## config.mk

```make
export PLATFORM = sky130hd
export DESIGN_NAME = css_whitespace_collapse_stream_core
export DESIGN_NICKNAME = d
export VERILOG_FILES = /design/src/hdl/cssws_pkg.sv /design/src/hdl/css_whitespace_collapse_stream_core.sv /design/src/hdl/cssws_in_stage.sv /design/src/hdl/cssws_proc.sv /design/src/hdl/cssws_res_queue.sv
export SDC_FILE = /design/constraint.sdc
export NUM_CORES = 1
export LEC_CHECK = 0
export ABC_AREA = 0
export BUFFER_PORTS_ARGS = -buffer_cell sky130_fd_sc_hd__buf_4
export CAP_MARGIN = 20
export CELL_PAD_IN_SITES_DETAIL_PLACEMENT = 0
export CELL_PAD_IN_SITES_GLOBAL_PLACEMENT = 1
export CORE_MARGIN = 3
export CORE_UTILIZATION = 28
export CTS_BUF_LIST = sky130_fd_sc_hd__clkbuf_8
export CTS_CLUSTER_DIAMETER = 100
export DETAILED_ROUTE_END_ITERATION = 12
export GPL_ROUTABILITY_DRIVEN = 0
export PLACE_DENSITY = 0.56
export SYNTH_ARGS = -nofsm -noshare
export SYNTH_HDL_FRONTEND = slang
export SYNTH_SLANG_ARGS = --single-unit
```

## constraint.sdc

```tcl
create_clock -name clk -period 5.1 [get_ports clk]
set_clock_uncertainty 0.1 [all_clocks]
set_input_delay 0.255 -clock clk [delete_from_list [all_inputs] [get_ports clk]]
set_output_delay 0.255 -clock clk [all_outputs]
set_load 0.01 [all_outputs]
```

## src/hdl/cssws_pkg.sv

```systemverilog
`default_nettype none
package cssws_pkg;

    localparam logic [7:0] CH_CR  = 8'h0D;
    localparam logic [7:0] CH_LF  = 8'h0A;
    localparam logic [7:0] CH_TAB = 8'h09;
    localparam logic [7:0] CH_SP  = 8'h20;

    localparam logic [2:0] MODE_NORMAL   = 3'd0;
    localparam logic [2:0] MODE_NOWRAP   = 3'd1;
    localparam logic [2:0] MODE_PRE_LINE = 3'd2;
    localparam logic [2:0] MODE_PRE      = 3'd3;
    localparam logic [2:0] MODE_PRE_WRAP = 3'd4;

    localparam int QUEUE_DEPTH = 4;
    localparam int PTR_W       = $clog2(QUEUE_DEPTH);
    localparam int CNT_W       = $clog2(QUEUE_DEPTH + 1);

    typedef struct packed {
        logic [7:0] ch;
        logic [2:0] mode;
        logic       node_end;
    } in_item_t;

    typedef struct packed {
        logic       has_char;
        logic [7:0] out_char;
        logic       node_done;
        logic       collapse_next;
        logic       last_of_run;
    } result_t;

    // up to two results produced by one byte
    typedef struct packed {
        logic [1:0] n;
        result_t    r0;
        result_t    r1;
    } push_t;

endpackage
`default_nettype wire

```

## src/hdl/css_whitespace_collapse_stream_core.sv

```systemverilog
// A byte is registered in the input stage, and its results are then written to
// the result queue. One byte is taken per cycle while the queue has room; a byte
// that yields two results (flushed space plus its own byte) is absorbed by the
// 4-entry queue. Input is taken whenever the queue has two free entries.
// Reset: asynchronous, clears whitespace state and empties input stage and queue.
`default_nettype none
module css_whitespace_collapse_stream_core (
    input  wire logic       clk,
    input  wire logic       rst_n,
    input  wire logic       in_valid,
    output logic            in_ready,
    input  wire logic [7:0] ch,
    input  wire logic [2:0] mode,
    input  wire logic       node_end,
    output logic            out_valid,
    input  wire logic       out_ready,
    output logic            has_char,
    output logic [7:0]      out_char,
    output logic            node_done,
    output logic            collapse_next,
    output logic            last_of_run
);
    import cssws_pkg::*;

    in_item_t in_item;
    in_item_t item;
    logic     item_valid;
    logic     take;
    logic     room;
    push_t    push;
    result_t  head;

    assign in_item.ch       = ch;
    assign in_item.mode     = mode;
    assign in_item.node_end = node_end;

    cssws_in_stage u_in_stage (
        .clk        (clk),
        .rst_n      (rst_n),
        .in_valid   (in_valid),
        .in_ready   (in_ready),
        .in_item    (in_item),
        .item_valid (item_valid),
        .item       (item),
        .take       (take)
    );

    cssws_proc u_proc (
        .clk        (clk),
        .rst_n      (rst_n),
        .item_valid (item_valid),
        .item       (item),
        .room       (room),
        .take       (take),
        .push       (push)
    );

    cssws_res_queue u_res_queue (
        .clk        (clk),
        .rst_n      (rst_n),
        .push       (push),
        .room       (room),
        .out_valid  (out_valid),
        .out_ready  (out_ready),
        .head       (head)
    );

    assign has_char      = head.has_char;
    assign out_char      = head.out_char;
    assign node_done     = head.node_done;
    assign collapse_next = head.collapse_next;
    assign last_of_run   = head.last_of_run;

endmodule
`default_nettype wire

```

## src/hdl/cssws_in_stage.sv

```systemverilog
`default_nettype none
module cssws_in_stage (
    input  wire logic               clk,
    input  wire logic               rst_n,
    input  wire logic               in_valid,
    output logic                    in_ready,
    input  wire cssws_pkg::in_item_t in_item,
    output logic                    item_valid,
    output cssws_pkg::in_item_t     item,
    input  wire logic               take
);
    import cssws_pkg::*;

    logic     valid_reg;
    logic     valid_next;
    in_item_t item_reg;

    assign in_ready   = !valid_reg || take;
    assign item_valid = valid_reg;
    assign item       = item_reg;

    always_comb
    begin
        valid_next = valid_reg;
        if (in_valid && in_ready)
        begin
            valid_next = 1'b1;
        end
        else if (take)
        begin
            valid_next = 1'b0;
        end
    end

    always_ff @(posedge clk or negedge rst_n)
    begin
        if (!rst_n)
        begin
            valid_reg <= 1'b0;
        end
        else
        begin
            valid_reg <= valid_next;
        end
    end

    always_ff @(posedge clk)
    begin
        if (in_valid && in_ready)
        begin
            item_reg <= in_item;
        end
    end

endmodule
`default_nettype wire

```

## src/hdl/cssws_proc.sv

```systemverilog
`default_nettype none
module cssws_proc (
    input  wire logic                clk,
    input  wire logic                rst_n,
    input  wire logic                item_valid,
    input  wire cssws_pkg::in_item_t item,
    input  wire logic                room,
    output logic                     take,
    output cssws_pkg::push_t         push
);
    import cssws_pkg::*;

    logic cr_seen_reg, cr_seen_next;
    logic after_lf_reg, after_lf_next;
    logic space_pending_reg, space_pending_next;
    logic collapsing_reg, collapsing_next;

    logic [7:0] c;
    logic       cm;
    logic [7:0] e0;
    logic [7:0] e1;
    logic [1:0] cnt;
    logic [1:0] n;
    logic       last0;

    assign take = item_valid && room;

    always_comb
    begin
        c                  = item.ch;
        cm                 = (item.mode == MODE_NORMAL) || (item.mode == MODE_NOWRAP) ||
                             (item.mode == MODE_PRE_LINE);
        cr_seen_next       = cr_seen_reg;
        after_lf_next      = after_lf_reg;
        space_pending_next = space_pending_reg;
        collapsing_next    = collapsing_reg;
        e0                 = 8'h00;
        e1                 = 8'h00;
        cnt                = 2'd0;

        if (cr_seen_reg && (c == CH_LF))
        begin
            // LF of a CR LF pair: swallowed
            cr_seen_next = 1'b0;
        end
        else
        begin
            if (c == CH_CR)
            begin
                c            = CH_LF;
                cr_seen_next = 1'b1;
            end
            else
            begin
                cr_seen_next = 1'b0;
            end

            if (!cm)
            begin
                if (space_pending_next)
                begin
                    if (!collapsing_next)
                    begin
                        e0  = CH_SP;
                        cnt = 2'd1;
                    end
                    collapsing_next    = 1'b1;
                    space_pending_next = 1'b0;
                end
                after_lf_next = 1'b0;
                if (cnt == 2'd0)
                begin
                    e0 = c;
                end
                else
                begin
                    e1 = c;
                end
                cnt = cnt + 2'd1;
            end
            else if (c == CH_LF)
            begin
                space_pending_next = 1'b0;
                after_lf_next      = 1'b1;
                if (item.mode == MODE_PRE_LINE)
                begin
                    e0              = CH_LF;
                    cnt             = 2'd1;
                    collapsing_next = 1'b0;
                end
                else
                begin
                    if (!collapsing_next)
                    begin
                        e0  = CH_SP;
                        cnt = 2'd1;
                    end
                    collapsing_next = 1'b1;
                end
            end
            else if ((c == CH_SP) || (c == CH_TAB))
            begin
                if (!after_lf_next)
                begin
                    space_pending_next = 1'b1;
                end
            end
            else
            begin
                after_lf_next = 1'b0;
                if (space_pending_next)
                begin
                    if (!collapsing_next)
                    begin
                        e0  = CH_SP;
                        cnt = 2'd1;
                    end
                    space_pending_next = 1'b0;
                end
                if (cnt == 2'd0)
                begin
                    e0 = c;
                end
                else
                begin
                    e1 = c;
                end
                cnt             = cnt + 2'd1;
                collapsing_next = 1'b0;
            end
        end

        if (item.node_end)
        begin
            // flush held whitespace at end of node
            if (space_pending_next)
            begin
                if (!collapsing_next)
                begin
                    if (cnt == 2'd0)
                    begin
                        e0 = CH_SP;
                    end
                    else
                    begin
                        e1 = CH_SP;
                    end
                    cnt = cnt + 2'd1;
                end
                collapsing_next = 1'b1;
            end
            cr_seen_next       = 1'b0;
            after_lf_next      = 1'b0;
            space_pending_next = 1'b0;
        end

        n     = (item.node_end && (cnt == 2'd0)) ? 2'd1 : cnt;
        last0 = (n == 2'd1);

        push.n                = take ? n : 2'd0;
        push.r0.has_char      = (cnt != 2'd0);
        push.r0.out_char      = e0;
        push.r0.node_done     = last0 && item.node_end;
        push.r0.collapse_next = last0 && item.node_end && cm && collapsing_next;
        push.r0.last_of_run   = last0;
        push.r1.has_char      = (cnt == 2'd2);
        push.r1.out_char      = e1;
        push.r1.node_done     = item.node_end;
        push.r1.collapse_next = item.node_end && cm && collapsing_next;
        push.r1.last_of_run   = 1'b1;
    end

    always_ff @(posedge clk or negedge rst_n)
    begin
        if (!rst_n)
        begin
            cr_seen_reg       <= 1'b0;
            after_lf_reg      <= 1'b0;
            space_pending_reg <= 1'b0;
            collapsing_reg    <= 1'b0;
        end
        else if (take)
        begin
            cr_seen_reg       <= cr_seen_next;
            after_lf_reg      <= after_lf_next;
            space_pending_reg <= space_pending_next;
            collapsing_reg    <= collapsing_next;
        end
    end

    a_node_end_clears: assert property (@(posedge clk) disable iff (!rst_n)
        (take && item.node_end) |=> (!cr_seen_reg && !after_lf_reg && !space_pending_reg))
        else $error("node end left per-node state set");

    a_node_end_pushes: assert property (@(posedge clk) disable iff (!rst_n)
        (take && item.node_end) |-> (push.n != 2'd0))
        else $error("node end produced no result");

    a_push_limit: assert property (@(posedge clk) disable iff (!rst_n)
        push.n != 2'd3)
        else $error("more than two results from one byte");

endmodule
`default_nettype wire

```

## src/hdl/cssws_res_queue.sv

```systemverilog
`default_nettype none
module cssws_res_queue (
    input  wire logic               clk,
    input  wire logic               rst_n,
    input  wire cssws_pkg::push_t   push,
    output logic                    room,
    output logic                    out_valid,
    input  wire logic               out_ready,
    output cssws_pkg::result_t      head
);
    import cssws_pkg::*;

    result_t           mem [QUEUE_DEPTH];
    logic [PTR_W-1:0]  wr_ptr_reg, wr_ptr_next;
    logic [PTR_W-1:0]  rd_ptr_reg, rd_ptr_next;
    logic [CNT_W-1:0]  count_reg, count_next;
    logic              pop;

    // two free slots needed for a worst-case byte
    assign room      = (count_reg <= CNT_W'(QUEUE_DEPTH - 2));
    assign out_valid = (count_reg != '0);
    assign pop       = out_valid && out_ready;
    assign head      = mem[rd_ptr_reg];

    always_comb
    begin
        wr_ptr_next = wr_ptr_reg + PTR_W'(push.n);
        rd_ptr_next = rd_ptr_reg + PTR_W'(pop);
        count_next  = count_reg + CNT_W'(push.n) - CNT_W'(pop);
    end

    always_ff @(posedge clk or negedge rst_n)
    begin
        if (!rst_n)
        begin
            wr_ptr_reg <= '0;
            rd_ptr_reg <= '0;
            count_reg  <= '0;
        end
        else
        begin
            wr_ptr_reg <= wr_ptr_next;
            rd_ptr_reg <= rd_ptr_next;
            count_reg  <= count_next;
        end
    end

    always_ff @(posedge clk)
    begin
        if (push.n != 2'd0)
        begin
            mem[wr_ptr_reg] <= push.r0;
        end
        if (push.n == 2'd2)
        begin
            mem[wr_ptr_reg + PTR_W'(1)] <= push.r1;
        end
    end

    a_no_overflow: assert property (@(posedge clk) disable iff (!rst_n)
        (push.n != 2'd0) |-> room)
        else $error("result queue written without room");

    a_count_bound: assert property (@(posedge clk) disable iff (!rst_n)
        count_reg <= CNT_W'(QUEUE_DEPTH))
        else $error("result queue count out of range");

    a_drain: assert property (@(posedge clk) disable iff (!rst_n)
        (count_reg == CNT_W'(1) && pop && push.n == 2'd0) |=> !out_valid)
        else $error("result queue did not drain");

endmodule
`default_nettype wire

```

# After elaboration in Yosys (flattened, before gate mapping)
# Memories as Yosys holds them, arrays and structs flattened.
# Cells that the tools add are included.
[op_classes]
eq_ne = 12
mux = 71
order_cmp = 1
addsub = 8
reduce_logical = 25
[op_table]
columns = ["operator", "count"]
rows = [
  ["$mux 8", 23],
  ["$mux 2", 17],
  ["$eq 8x4->1 const B", 4],
  ["$mux 1", 29],
  ["$mux 6", 2],
  ["$logic_and 1x1->1", 10],
  ["$add 2x1->2 const B", 4],
  ["$eq 8x6->1 const B", 1],
  ["$logic_not 2->1", 4],
  ["$reduce_bool 2->1", 3],
  ["$eq 2x2->1 const B", 2],
  ["$logic_or 1x1->1", 4],
  ["$ne 4x4->1 const B", 1],
  ["$add 3x2->3", 1],
  ["$eq 3x1->1 const B", 1],
  ["$eq 3x2->1 const B", 1],
  ["$le 3x2->1 const B", 1],
  ["$logic_not 3->1", 1],
  ["$reduce_and 3->1", 1],
  ["$reduce_bool 3->1", 1],
  ["$sub 3x1->3", 1],
  ["$add 2x1->2", 1],
  ["$add 2x2->2", 1],
  ["$eq 2x1->1 const B", 1],
  ["2 further kinds", 2],
]
[totals]
reg_bits = 24
n_memories = 1
inputBits = 16
mem_bits_rw = 48
word_cells = 129
output_inout_bits = 14
[mem_list]
columns = ["name", "depth", "word_bits", "read_ports", "rd_ports_with_merged_regs", "write_ports", "line_no", "text"]
rows = [
  ["u_res_queue.mem", 4, 12, 1, 0, 2, "cssws_res_queue.sv:13", "result_t mem [QUEUE_DEPTH];"],
]

# Longest topological paths before layout
# Gate-level depths: netlist of the first run.
[logic_depth]
word_depth = 25
mapped_depth = 11
depth_no_buf = 10

# Cells and area by module
# From an unflattened synthesis of the first run, not the netlist that was laid out.
[hier_totals]
hier_cells = 269
hier_area_um2 = 4067.7
[by_module_without_submodules]
columns = ["module", "n_inst", "cells_each", "area_each_um2", "seq_area_each_um2"]
rows = [
  ["cssws_res_queue", 1, 155, 2944.1, 1616.6],
  ["cssws_proc", 1, 98, 709.4, 100.1],
  ["cssws_in_stage", 1, 16, 414.1, 385.4],
]

# Worst setup path before layout of the first run
# Ideal clock, no wire load.
[synth_timing]
path_type = "register to register"
start = "reg u_in_stage.item_reg (netlist bit u_in_stage.item[4])"
end = "reg u_res_queue.count_reg[2]"
arrival_ps = 2668
n_path_buf = 1
path_slack_ps = 2252
setup_time_ps = 80
path_stages_with_launch = 11
required_ps = 4920
period_less_slack_ps = 2848
cell_sequence = "edfxtp_1 clkbuf_2 or4b_2 a21oi_2 a22oi_4 a21oi_1 nor2_1 ha_1 fa_1 xnor2_1 xnor2_1"
[synth_via]
elab_chain_len = 19
word_cells_on_any_way = 31
classes_between = "add/sub (3); eq/ne (5); mux (19); reduce/logical (4)"
[synth_lines]
columns = ["element", "line_no", "text"]
rows = [
  ["start, declared", "cssws_in_stage.sv:16", "in_item_t item_reg;"],
  ["start signal, assigned", "cssws_in_stage.sv:51", "item_reg <= in_item;"],
  ["$eq 8x4->1", "cssws_proc.sv:48", "if (c == CH_CR)"],
  ["$mux 8", "cssws_proc.sv:48", ""],
  ["$mux 8", "cssws_proc.sv:41", "if (cr_seen_reg && (c == CH_LF))"],
  ["$eq 8x6->1 / $eq 8x4->1 (equally long branches)", "cssws_proc.sv:101", "else if ((c == CH_SP) || (c == CH_TAB))"],
  ["$logic_or 1x1->1", "cssws_proc.sv:101", ""],
  ["$mux 2", "cssws_proc.sv:101", ""],
  ["$mux 2", "cssws_proc.sv:81", "else if (c == CH_LF)"],
  ["$mux 2", "cssws_proc.sv:58", "if (!cm)"],
  ["(+4 left out)", "-", ""],
  ["$mux 2 (*)", "cssws_proc.sv:133", "if (item.node_end)"],
  ["$logic_not 2->1", "cssws_proc.sv:157", "n = (item.node_end && (cnt == 2'd0)) ? 2'd1 : cnt;"],
  ["$logic_and 1x1->1", "cssws_proc.sv:157", ""],
  ["$mux 2 (*)", "cssws_proc.sv:157", ""],
  ["$mux 2 (*)", "cssws_proc.sv:160", "push.n = take ? n : 2'd0;"],
  ["$add 3x2->3 (*)", "cssws_res_queue.sv:29", "count_next = count_reg + CNT_W'(push.n) - CNT_W'(pop);"],
  ["$sub 3x1->3 (*)", "cssws_res_queue.sv:29", ""],
  ["named net u_res_queue.count_next[2]", "cssws_res_queue.sv:16", "logic [CNT_W-1:0] count_reg, count_next;"],
  ["end signal, assigned", "cssws_res_queue.sv:44", "count_reg <= count_next;"],
  ["end, declared", "cssws_res_queue.sv:16", ""],
]
# Mark *: on every way through the listed nets, which the timed path passes. The rest lies on a longest branch. The select of a mux whose other input is x is not followed.
# A chain may end at the register's enable or synchronous reset.

# Final worst setup path of the first run
[layout_timing]
start = "reg u_res_queue.count_reg[1]"
end = "reg u_res_queue.count_reg[2]"
[layout_via]
elab_chain_len = 5
word_cells_on_any_way = 7
classes_between = "add/sub (2); order compare (1); mux (1); reduce/logical (3)"
[layout_lines]
columns = ["element", "line_no", "text"]
rows = [
  ["$le 3x2->1", "cssws_res_queue.sv:20", "assign room = (count_reg <= CNT_W'(QUEUE_DEPTH - 2));"],
  ["$logic_and 1x1->1", "cssws_proc.sv:26", "assign take = item_valid && room;"],
  ["$mux 2", "cssws_proc.sv:160", ""],
  ["$add 3x2->3", "cssws_res_queue.sv:29", ""],
  ["$sub 3x1->3 (*)", "cssws_res_queue.sv:29", ""],
  ["named net u_res_queue.count_next[2]", "cssws_res_queue.sv:16", ""],
]
# Mark *: on every way through the listed nets, which the timed path passes. The rest lies on a longest branch.

==> impl_metrics.env, run 1 <==
export IMPL_status="complete, no violations"
export IMPL_cp_startpoint="u_res_queue.count_reg[1]$_DFF_PN0_"
export IMPL_p_int_mw=1.60
export IMPL_fp_dieH_um=122
export IMPL_holdCritPathClass="in -> async"
export IMPL_core_region_area_um2=12800
export IMPL_setup_viol=0
export IMPL_io_pin_count=30
export IMPL_cts_buffer_depth=2
export IMPL_place_hpwl_um=6400
export IMPL_insertion_delay_ps=350
export IMPL_cts_tree="yes"
export IMPL_path_cells="a21oi_1, and2_1, nand4_1, nor2_1, inv_1, ha_1, inv_1, fa_1, xnor2_1, xnor2_1"
export IMPL_totalWireLength_um=8730
export IMPL_swShare=0.377
export IMPL_dr_pass1_iters=4
export IMPL_root_buffer="clkbuf_8"
export IMPL_yosys_cell_types_count=59
export IMPL_cp_start_kind="flop"
export IMPL_utilization=0.349
export IMPL_grt_pass1_wl_um=14300
export IMPL_synth_edff_count=56
export IMPL_top_usage_layer="met2"
export IMPL_first_iter_violations=167
export IMPL_synthesis_nets=328
export IMPL_endpoint_kind="flop"
export IMPL_rr_startpoint="u_res_queue.count_reg[1]$_DFF_PN0_"
export IMPL_cp_arrival_ps=3820
export IMPL_synthCells=306
export IMPL_pwr_share_clk=0.197
export IMPL_vias=2546
export IMPL_required_ps=5260
export IMPL_avgSynthCellArea_um2=12.2
export IMPL_antenna_left=0
export IMPL_dieArea_um2=14800
export IMPL_drive_above_1_share=0.208
export IMPL_area_growth_pct=19.7
export IMPL_crit_type="reg -> reg"
export IMPL_path_clk_slew_ps=90
export IMPL_async_flop_share=0.167
export IMPL_timing_hold_violations_final=0
export IMPL_crit_path_max_fanout=12
export IMPL_cts_buffers=9
export IMPL_powerDensity_nw_per_um2=575
export IMPL_tns_ps=0
export IMPL_max_stage_delay_ps=590
export IMPL_htreeDepth=3
export IMPL_grt_pass1_vias=2559
export IMPL_grt_max_degree=21
export IMPL_yosysSeqAreaShare=0.551
export IMPL_worst_slew_pin_transition_ps=814
export IMPL_rows=41
export IMPL_drv_slew=0
export IMPL_cts_sinks=72
export IMPL_routed_via_density=4.87
export IMPL_netlist_area_um2=3740
export IMPL_grt_overflow=0
export IMPL_rsz0062_at_grt="false"
export IMPL_insertedDiodeCount=0
export IMPL_fp_dieW_um=122
export IMPL_port_buffers=29
export IMPL_min_period_ps=3660
export IMPL_p_seq_frac=0.407
export IMPL_ys_warn_count=0
export IMPL_power_mw=2.57
export IMPL_post_route_drc_count=0
export IMPL_antenna_found_initial=0
export IMPL_peakVddDrop_v=0.000200
export IMPL_drv_cap=0
export IMPL_largest_reg_flops=48
export IMPL_slowest_stage="nor2_1"
export IMPL_cts_resized=0
export IMPL_timing_final_crit_share=0.718
export IMPL_max_freq_ghz=0.273
export IMPL_fin_nets=368
export IMPL_p_sw_mw=0.971
export IMPL_post_drt_wl_per_cell_um=16.7
export IMPL_pwr_share_comb=0.396
export IMPL_synth_seq_cells=72
export IMPL_synth_flop_cell="edfxtp_1"
export IMPL_holdWs_ps=163
export IMPL_use_met1=0.181
export IMPL_grt_util_all_layers=0.127
export IMPL_maxSlewHeadroom=0.457
export IMPL_grtUsageMet2=0.190
export IMPL_power_leakage_nw=1.63
export IMPL_grt_use_met3=0.0265
export IMPL_start_util=0.292
## cells in the final DEF, fill, tap and decap left out, types with 6 or more instances in the layout
cell | Yosys | final
nor2b_1 | 7 | 7
and2_1 | 17 | 17
clkbuf_8 | 0 | 9
o21ai_0 | 8 | 8
nor2_1 | 20 | 20
nand2b_1 | 8 | 8
mux4_2 | 12 | 12
inv_1 | 11 | 12
dlygate4sd3_1 | 0 | 14
xnor2_1 | 6 | 6
or3_1 | 6 | 6
nand2_1 | 18 | 18
buf_4 | 0 | 29
nand3_1 | 6 | 6
nor3_1 | 7 | 7
a21oi_1 | 17 | 17
dfrtp_1 | 12 | 12
o22ai_1 | 9 | 9
edfxtp_1 | 56 | 56
## worst paths after layout
path                            depth (start not counted)                                   to  slack, ps
worst max-delay path                                   10   u_res_queue.count_reg[2]$_DFF_PN0_       1440
worst min-delay path                                    2       u_proc.cr_seen_reg$_DFFE_PN0P_        160
worst max register to register                         10   u_res_queue.count_reg[2]$_DFF_PN0_       1440
worst min register to register                          2   u_res_queue.mem[2][0]$_SDFFE_PP1P_        370
max in group asynchronous                               2  u_res_queue.rd_ptr_reg[1]$_DFF_PN0_       4570
min in group clk                                        3  u_res_queue.rd_ptr_reg[0]$_DFF_PN0_        180
## cells by family (layout without fill, tap and decap cells)
logic type,count (synthesis),in the layout,synth area share
XOR/XNOR,7,7,0.0164
multiplexers,15,15,0.0806
flip-flops,72,72,0.551
AND/OR/NAND/NOR,111,111,0.172
AO/OA/AOI/OAI,70,70,0.133
buffers and inverters,25,70,0.0257
adder cells (fa/ha/maj),6,6,0.0221
## layout make-up
| class | instances | area, µm² |
|---|---|---|
| clock inverters | 7 | 96.3 |
| well taps | 172 | 215 |
| fillers | 1303 | 8340 |
| flip-flops and latches | 72 | 2060 |
| multi-input cells | 209 | 1580 |
| inverters | 11 | 41.3 |
| repair buffers | 43 | 358 |
| clock buffers | 9 | 124 |
## cells in the mapped netlist, types with 7 or more instances
| library cell | n | share of area |
|---|---|---|
| clkbuf_1 | 9 | 0.0090 |
| o22ai_1 | 9 | 0.015 |
| a21oi_1 | 17 | 0.023 |
| and2_1 | 17 | 0.028 |
| nor2b_1 | 7 | 0.012 |
| mux4_2 | 12 | 0.072 |
| nor3_1 | 7 | 0.0094 |
| edfxtp_1 | 56 | 0.45 |
| nor2_1 | 20 | 0.020 |
| dfrtp_1 | 12 | 0.080 |
| o21ai_0 | 8 | 0.011 |
| nand2_1 | 18 | 0.018 |
| nand2b_1 | 8 | 0.013 |
| inv_1 | 11 | 0.011 |
## through the flow
| stage | setup WS (ps) | instance area [µm²] | instances |
|---|---|---|---|
| after detailed placement | 1480 | 4120 | 493 |
| final | 1440 | 4480 | 523 |
| after CTS | 1450 | 4480 | 523 |
| after global routing | 1130 | 4480 | 523 |
| after floorplan | 2250 | 3740 | 306 |
| after global placement | 1640 | 4120 | 493 |
## worst max-delay path: cells and delay by family (launching register included)
| family | cells | cell delay (ps) |
|---|---|---|
| flip-flops | 1 | 390 |
| XOR/XNOR | 2 | 350 |
| adder cells (fa/ha/maj) | 2 | 740 |
| AO/OA/AOI/OAI | 1 | 210 |
| buffers and inverters | 2 | 240 |
| AND/OR/NAND/NOR | 3 | 1560 |
## layer usage
| metal | vias to the layer above | share of wire |
|---|---|---|
| met5 | - | 0 |
| met4 | 0 | 0.014 |
| met3 | 11 | 0.044 |
| li1 | 1251 | - |
| met2 | 60 | 0.46 |
| met1 | 1224 | 0.48 |
## what timing repair did
item / 4_1_cts / 5_1_grt
buffers inserted: 0 / 0
endpoints found under the hold margin: 25 / 0
hold buffers: 14 / 0
## power groups by stage
stage / combinational, mW / sequential, mW / clock (mW)
after floorplan: 0.786 / 0.937 / 0
after global placement: 1.01 / 1.06 / 0
after detailed placement: 1.02 / 1.07 / 0
after CTS: 1.04 / 1.05 / 0.522
after global routing: 1.14 / 1.08 / 0.543
final: 1.02 / 1.05 / 0.506
Note: power is estimated with default switching activity, not from simulation.
==> run 2: changes to the inputs <==
==> constraint.sdc (replaced) <==
create_clock -name clk -period 3.5 [get_ports clk]
set_clock_uncertainty 0.1 [all_clocks]
set_input_delay 0.175 -clock clk [delete_from_list [all_inputs] [get_ports clk]]
set_output_delay 0.175 -clock clk [all_outputs]
set_load 0.01 [all_outputs]
==> run 2 against run 1 <==
  * Wire length increased by 2.1%
  * Clock power increased by 28%
  * Sequential share of layout area decreased by 0.29 points
  * Fmax increased by 17%
  * Combinational power increased by 49%
  * Sequential cell count unchanged
  * Worst hold slack got worse by 57 ps
  * Critical path type unchanged
  * Largest cell class unchanged
  * Largest power group unchanged
==> impl_metrics.env, run 2 (synthesis results as in run 1) <==
export IMPL_io_pin_count=30
export IMPL_root_buffer="clkbuf_8"
export IMPL_totalWireLength_um=8920
export IMPL_insertedDiodeCount=0
export IMPL_grt_pass1_wl_um=14800
export IMPL_antenna_found_initial=0
export IMPL_cts_buffer_depth=2
export IMPL_area_growth_pct=20.5
export IMPL_crit_path_max_fanout=11
export IMPL_maxSlewHeadroom=0.464
export IMPL_use_met1=0.180
export IMPL_rr_startpoint="u_in_stage.item[9]$_DFFE_PP_"
export IMPL_port_buffers=29
export IMPL_required_ps=3390
export IMPL_path_depth=6
export IMPL_rows=41
export IMPL_grt_overflow=0
export IMPL_powerDensity_nw_per_um2=821
export IMPL_vias=2579
export IMPL_cts_buffers=9
export IMPL_grt_pass1_vias=2727
export IMPL_drv_slew=0
export IMPL_fp_dieW_um=122
export IMPL_place_ws_ps=406
export IMPL_fillers=1313
export IMPL_slowest_stage="nor2b_1"
export IMPL_start_util=0.292
export IMPL_crit_type="reg -> reg"
export IMPL_setup_viol=0
export IMPL_holdCritPathClass="in -> async"
export IMPL_cp_startpoint="u_in_stage.item[9]$_DFFE_PP_"
export IMPL_crit_path_end="u_res_queue.mem[0][7]$_DFFE_PP_"
export IMPL_postCtsSetupRepairBufs=0
export IMPL_cp_top_family="simple AND/OR/NAND/NOR gates"
export IMPL_crit_top_cell="o211ai_2"
export IMPL_cts_sinks=72
export IMPL_tns_ps=0
export IMPL_max_stage_delay_ps=530
export IMPL_path_cells="nor2b_1, o211ai_2, or4_4, a22oi_4, o211ai_2, nand2_1"
export IMPL_path_clk_slew_ps=80
export IMPL_min_period_ps=3120
export IMPL_peakVddDrop_v=0.000242
export IMPL_reg2reg_to="u_res_queue.mem[0][7]$_DFFE_PP_"
export IMPL_htreeDepth=3
export IMPL_endpoint_kind="flop"
export IMPL_top_usage_layer="met2"
export IMPL_insertion_delay_ps=350
export IMPL_ctsHoldBuffers=14
export IMPL_final_common_cell="edfxtp_1"
export IMPL_place_hpwl_um=6670
export IMPL_fin_nets=376
export IMPL_grtUsageMet2=0.202
export IMPL_power_leakage_nw=1.66
export IMPL_worst_slack_ps=377
export IMPL_grt_use_met3=0.0279
export IMPL_cp_start_kind="flop"
export IMPL_largest_reg_flops=48
export IMPL_dieArea_um2=14800
export IMPL_post_drt_wl_per_cell_um=16.8
export IMPL_holdWs_ps=106
export IMPL_antenna_left=0
export IMPL_dr_pass1_iters=4
export IMPL_utilization=0.352
export IMPL_r2r_cells=6
export IMPL_grt_util_all_layers=0.131
export IMPL_core_region_area_um2=12800
export IMPL_cp_num_buf_inv=0
export IMPL_worst_slew_pin_transition_ps=804
export IMPL_cts_tree="yes"
export IMPL_cts_resized=0
export IMPL_r2r_setup_slack_ps=380
export IMPL_timing_hold_violations_final=0
export IMPL_routed_via_density=4.86
export IMPL_first_iter_violations=109
export IMPL_fp_dieH_um=122
export IMPL_max_freq_ghz=0.320
export IMPL_rsz0062_at_grt="false"
export IMPL_post_route_drc_count=0
export IMPL_status="complete, no violations"
export IMPL_most_common_layout_cells="edfxtp_1 (56), buf_4 (37), nor2_1 (20), nand2_1 (18)"
export IMPL_drv_cap=0
export IMPL_timing_final_crit_share=0.892
export IMPL_drive_above_1_share=0.226
export IMPL_cp_arrival_ps=3020
export IMPL_grt_max_degree=21
-- run 2: worst min path at each step --
stage                                          to  slack (ps)
3_3_place_gp   u_res_queue.count_reg[0]$_DFF_PN0_         -60
6_report        u_in_stage.item_valid$_DFFE_PN0P_         110
3_5_place_dp    u_in_stage.item_valid$_DFFE_PN0P_         -60
5_1_grt           u_proc.after_lf_reg$_DFFE_PN0P_         100
4_1_cts           u_proc.after_lf_reg$_DFFE_PN0P_         100
2_1_floorplan   u_in_stage.item_valid$_DFFE_PN0P_        -220
-- run 2: area by class of cell --
cell class / instances / area [µm²] / share of cell area
clock buffers: 9 / 124 / 0.0275
flip-flops and latches: 72 / 2060 / 0.457
well taps: 172 / 215 / 0.0477
clock inverters: 7 / 65.1 / 0.0144
inverters: 11 / 41.3 / 0.00916
multi-input cells: 209 / 1580 / 0.351
repair buffers: 51 / 418 / 0.0927
-- run 2: stage by stage --
step / total power [mW] / instances / instance area (µm²)
3_5_place_dp: 3.10 / 501 / 4180
5_1_grt: 4.00 / 531 / 4510
2_1_floorplan: 2.51 / 306 / 3740
4_1_cts: 3.76 / 531 / 4510
3_3_place_gp: 3.09 / 501 / 4180
6_report: 3.70 / 531 / 4510
-- run 2: per-layer routing --
layer	wire length (µm)	up-vias
met3	319	6
li1	-	1270
met5	0	-
met1	4190	1250
met2	4290	53
met4	123	0
-- run 2: power by group --
group          total [mW]  switching, mW  internal [mW]
Clock               0.646          0.322          0.324
Combinational        1.52          0.805          0.717
Sequential           1.53          0.277           1.26
Total                3.70           1.40           2.30
==> run 3: changes to the inputs <==
--- a/config.mk
+++ b/config.mk
@@ -15,8 +15,8 @@
 export CTS_BUF_LIST = sky130_fd_sc_hd__clkbuf_8
 export CTS_CLUSTER_DIAMETER = 100
 export DETAILED_ROUTE_END_ITERATION = 12
-export GPL_ROUTABILITY_DRIVEN = 0
 export PLACE_DENSITY = 0.56
+export RECOVER_POWER = 100
 export SYNTH_ARGS = -nofsm -noshare
 export SYNTH_HDL_FRONTEND = slang
 export SYNTH_SLANG_ARGS = --single-unit
==> run 3 against run 2 <==
  * Sequential share of layout area grew 0.89 points
  * Total power down 3.0%
  * Clock-buffer cell count is the same
  * Fmax is 1.5% lower
  * Utilization fell by 0.67 points
  * First-iteration DRC count down 6.4%
  * Cell count is the same
  * Non-clock buffer count stayed put
  * Worst hold slack improved by 13 ps
  * Largest cell class unchanged
  * Highest routed layer unchanged
==> impl_metrics.env, run 3 (synthesis results as in run 1) <==
export IMPL_final_common_cell="edfxtp_1"
export IMPL_cp_num_buf_inv=0
export IMPL_powerDensity_nw_per_um2=812
export IMPL_max_stage_delay_ps=500
export IMPL_post_route_drc_count=0
export IMPL_tns_ps=0
export IMPL_fp_dieW_um=122
export IMPL_drive_above_1_share=0.164
export IMPL_cts_tree="yes"
export IMPL_most_common_layout_cells="edfxtp_1 (56), nor2_1 (20), a21oi_1 (18), nand2_1 (18), clkbuf_1 (17)"
export IMPL_rows=41
export IMPL_endpoint_kind="flop"
export IMPL_fillers=1333
export IMPL_totalWireLength_um=8960
export IMPL_post_drt_wl_per_cell_um=16.9
export IMPL_largest_reg_flops=48
export IMPL_htreeDepth=3
export IMPL_port_buffers=29
export IMPL_cts_sinks=72
export IMPL_fp_dieH_um=122
export IMPL_slowest_stage="nor2b_1"
export IMPL_timing_final_crit_share=0.906
export IMPL_place_hpwl_um=6670
export IMPL_setup_viol=0
export IMPL_crit_path_max_fanout=11
export IMPL_cp_top_family="simple AND/OR/NAND/NOR gates"
export IMPL_worst_slack_ps=329
export IMPL_start_util=0.292
export IMPL_gp_congestion=0.913
export IMPL_drv_slew=0
export IMPL_first_iter_violations=102
export IMPL_vias=2594
export IMPL_cts_buffer_depth=2
export IMPL_r2r_cells=6
export IMPL_routed_via_density=4.89
export IMPL_io_pin_count=30
export IMPL_path_cells="nor2b_1, o211ai_1, or4_1, a22oi_4, o211ai_2, nand2_1"
export IMPL_path_clk_slew_ps=80
export IMPL_path_depth=6
export IMPL_status="complete, no violations"
export IMPL_drv_cap=0
export IMPL_cp_startpoint="u_in_stage.item[9]$_DFFE_PP_"
export IMPL_crit_path_end="u_res_queue.mem[0][7]$_DFFE_PP_"
export IMPL_core_region_area_um2=12800
export IMPL_min_period_ps=3170
export IMPL_rsz0062_at_grt="false"
export IMPL_timing_hold_violations_final=0
export IMPL_fin_nets=376
export IMPL_grt_max_degree=21
export IMPL_rr_startpoint="u_in_stage.item[9]$_DFFE_PP_"
export IMPL_area_growth_pct=18.2
export IMPL_maxSlewHeadroom=0.393
export IMPL_dr_pass1_iters=4
export IMPL_worst_slew_pin_transition_ps=901
export IMPL_r2r_setup_slack_ps=330
export IMPL_peakVddDrop_v=0.000239
export IMPL_root_buffer="clkbuf_8"
export IMPL_place_ws_ps=406
export IMPL_antenna_found_initial=0
export IMPL_holdWs_ps=119
export IMPL_antenna_left=0
export IMPL_dieArea_um2=14800
export IMPL_holdCritPathClass="in -> reg"
export IMPL_grt_pass1_wl_um=14800
export IMPL_required_ps=3390
export IMPL_cts_buffers=9
export IMPL_grt_pass1_vias=2727
export IMPL_crit_type="reg -> reg"
export IMPL_power_leakage_nw=1.58
export IMPL_hold_path_depth=3
export IMPL_cp_start_kind="flop"
export IMPL_reg2reg_to="u_res_queue.mem[0][7]$_DFFE_PP_"
export IMPL_max_freq_ghz=0.315
export IMPL_insertedDiodeCount=0
export IMPL_grt_util_all_layers=0.131
export IMPL_grt_overflow=0
export IMPL_utilization=0.345
export IMPL_cp_arrival_ps=3060
export IMPL_insertion_delay_ps=360
export IMPL_postCtsSetupRepairBufs=0
==> run 3: cell types whose count changed in the layout (fill, tap and decap cells not counted), sizes merged <==
cell | before | now
clkbuf | 9 | 39
buf | 37 | 7
==> run 3: final cells by class <==
cell class                 count  area (µm²)  area share
tap                          172         215      0.0487
sequential                    72        2060       0.466
multi-input combinational    209        1560       0.354
clock buffer                   9         124      0.0280
inverter                      11        41.3     0.00934
timing repair buffer          51         352      0.0795
clock inverter                 7        65.1      0.0147
==> run 3: per-stage QoR <==
stage | instance area [µm²] | cells | power [mW]
floorplan | 3740 | 306 | 2.51
global placement | 4180 | 501 | 3.09
detailed placement | 4180 | 501 | 3.10
CTS | 4510 | 531 | 3.76
global route | 4420 | 531 | 3.88
finish | 4420 | 531 | 3.59
==> run 3: timing repair <==
action,CTS,global route
hold buffers,14,0
endpoints found under the hold margin,25,0
gates resized for setup,0,0
==> run 3: layer usage <==
metal / track usage / wire length (µm)
met1: 0.180 / 4310
met2: 0.202 / 4150
met3: 0.0279 / 282
met4: 0.0581 / 213
met5: 0 / 0
==> run 3: worst min path at each step <==
stage | startpoint | to
6_report | out_ready | u_res_queue.rd_ptr_reg[0]$_DFF_PN0_
5_1_grt | out_ready | u_res_queue.rd_ptr_reg[0]$_DFF_PN0_
4_1_cts | rst_n | u_proc.after_lf_reg$_DFFE_PN0P_
3_5_place_dp | rst_n | u_in_stage.item_valid$_DFFE_PN0P_
3_3_place_gp | rst_n | u_res_queue.count_reg[0]$_DFF_PN0_
2_1_floorplan | rst_n | u_in_stage.item_valid$_DFFE_PN0P_
==> run 3: power breakdown <==
group          switching, mW  total (mW)  leakage, nW  internal [mW]
logic                  0.802        1.41        0.784          0.605
registers              0.279        1.54        0.693           1.26
clock network          0.324       0.648        0.100          0.324
==> run 3: worst min-delay path: cells and delay by family <==
| family | cells | cell delay (ps) |
|---|---|---|
| simple gates | 1 | 150 |
| fa+ha+maj | 1 | 140 |
| buf+inv | 1 | 70 |
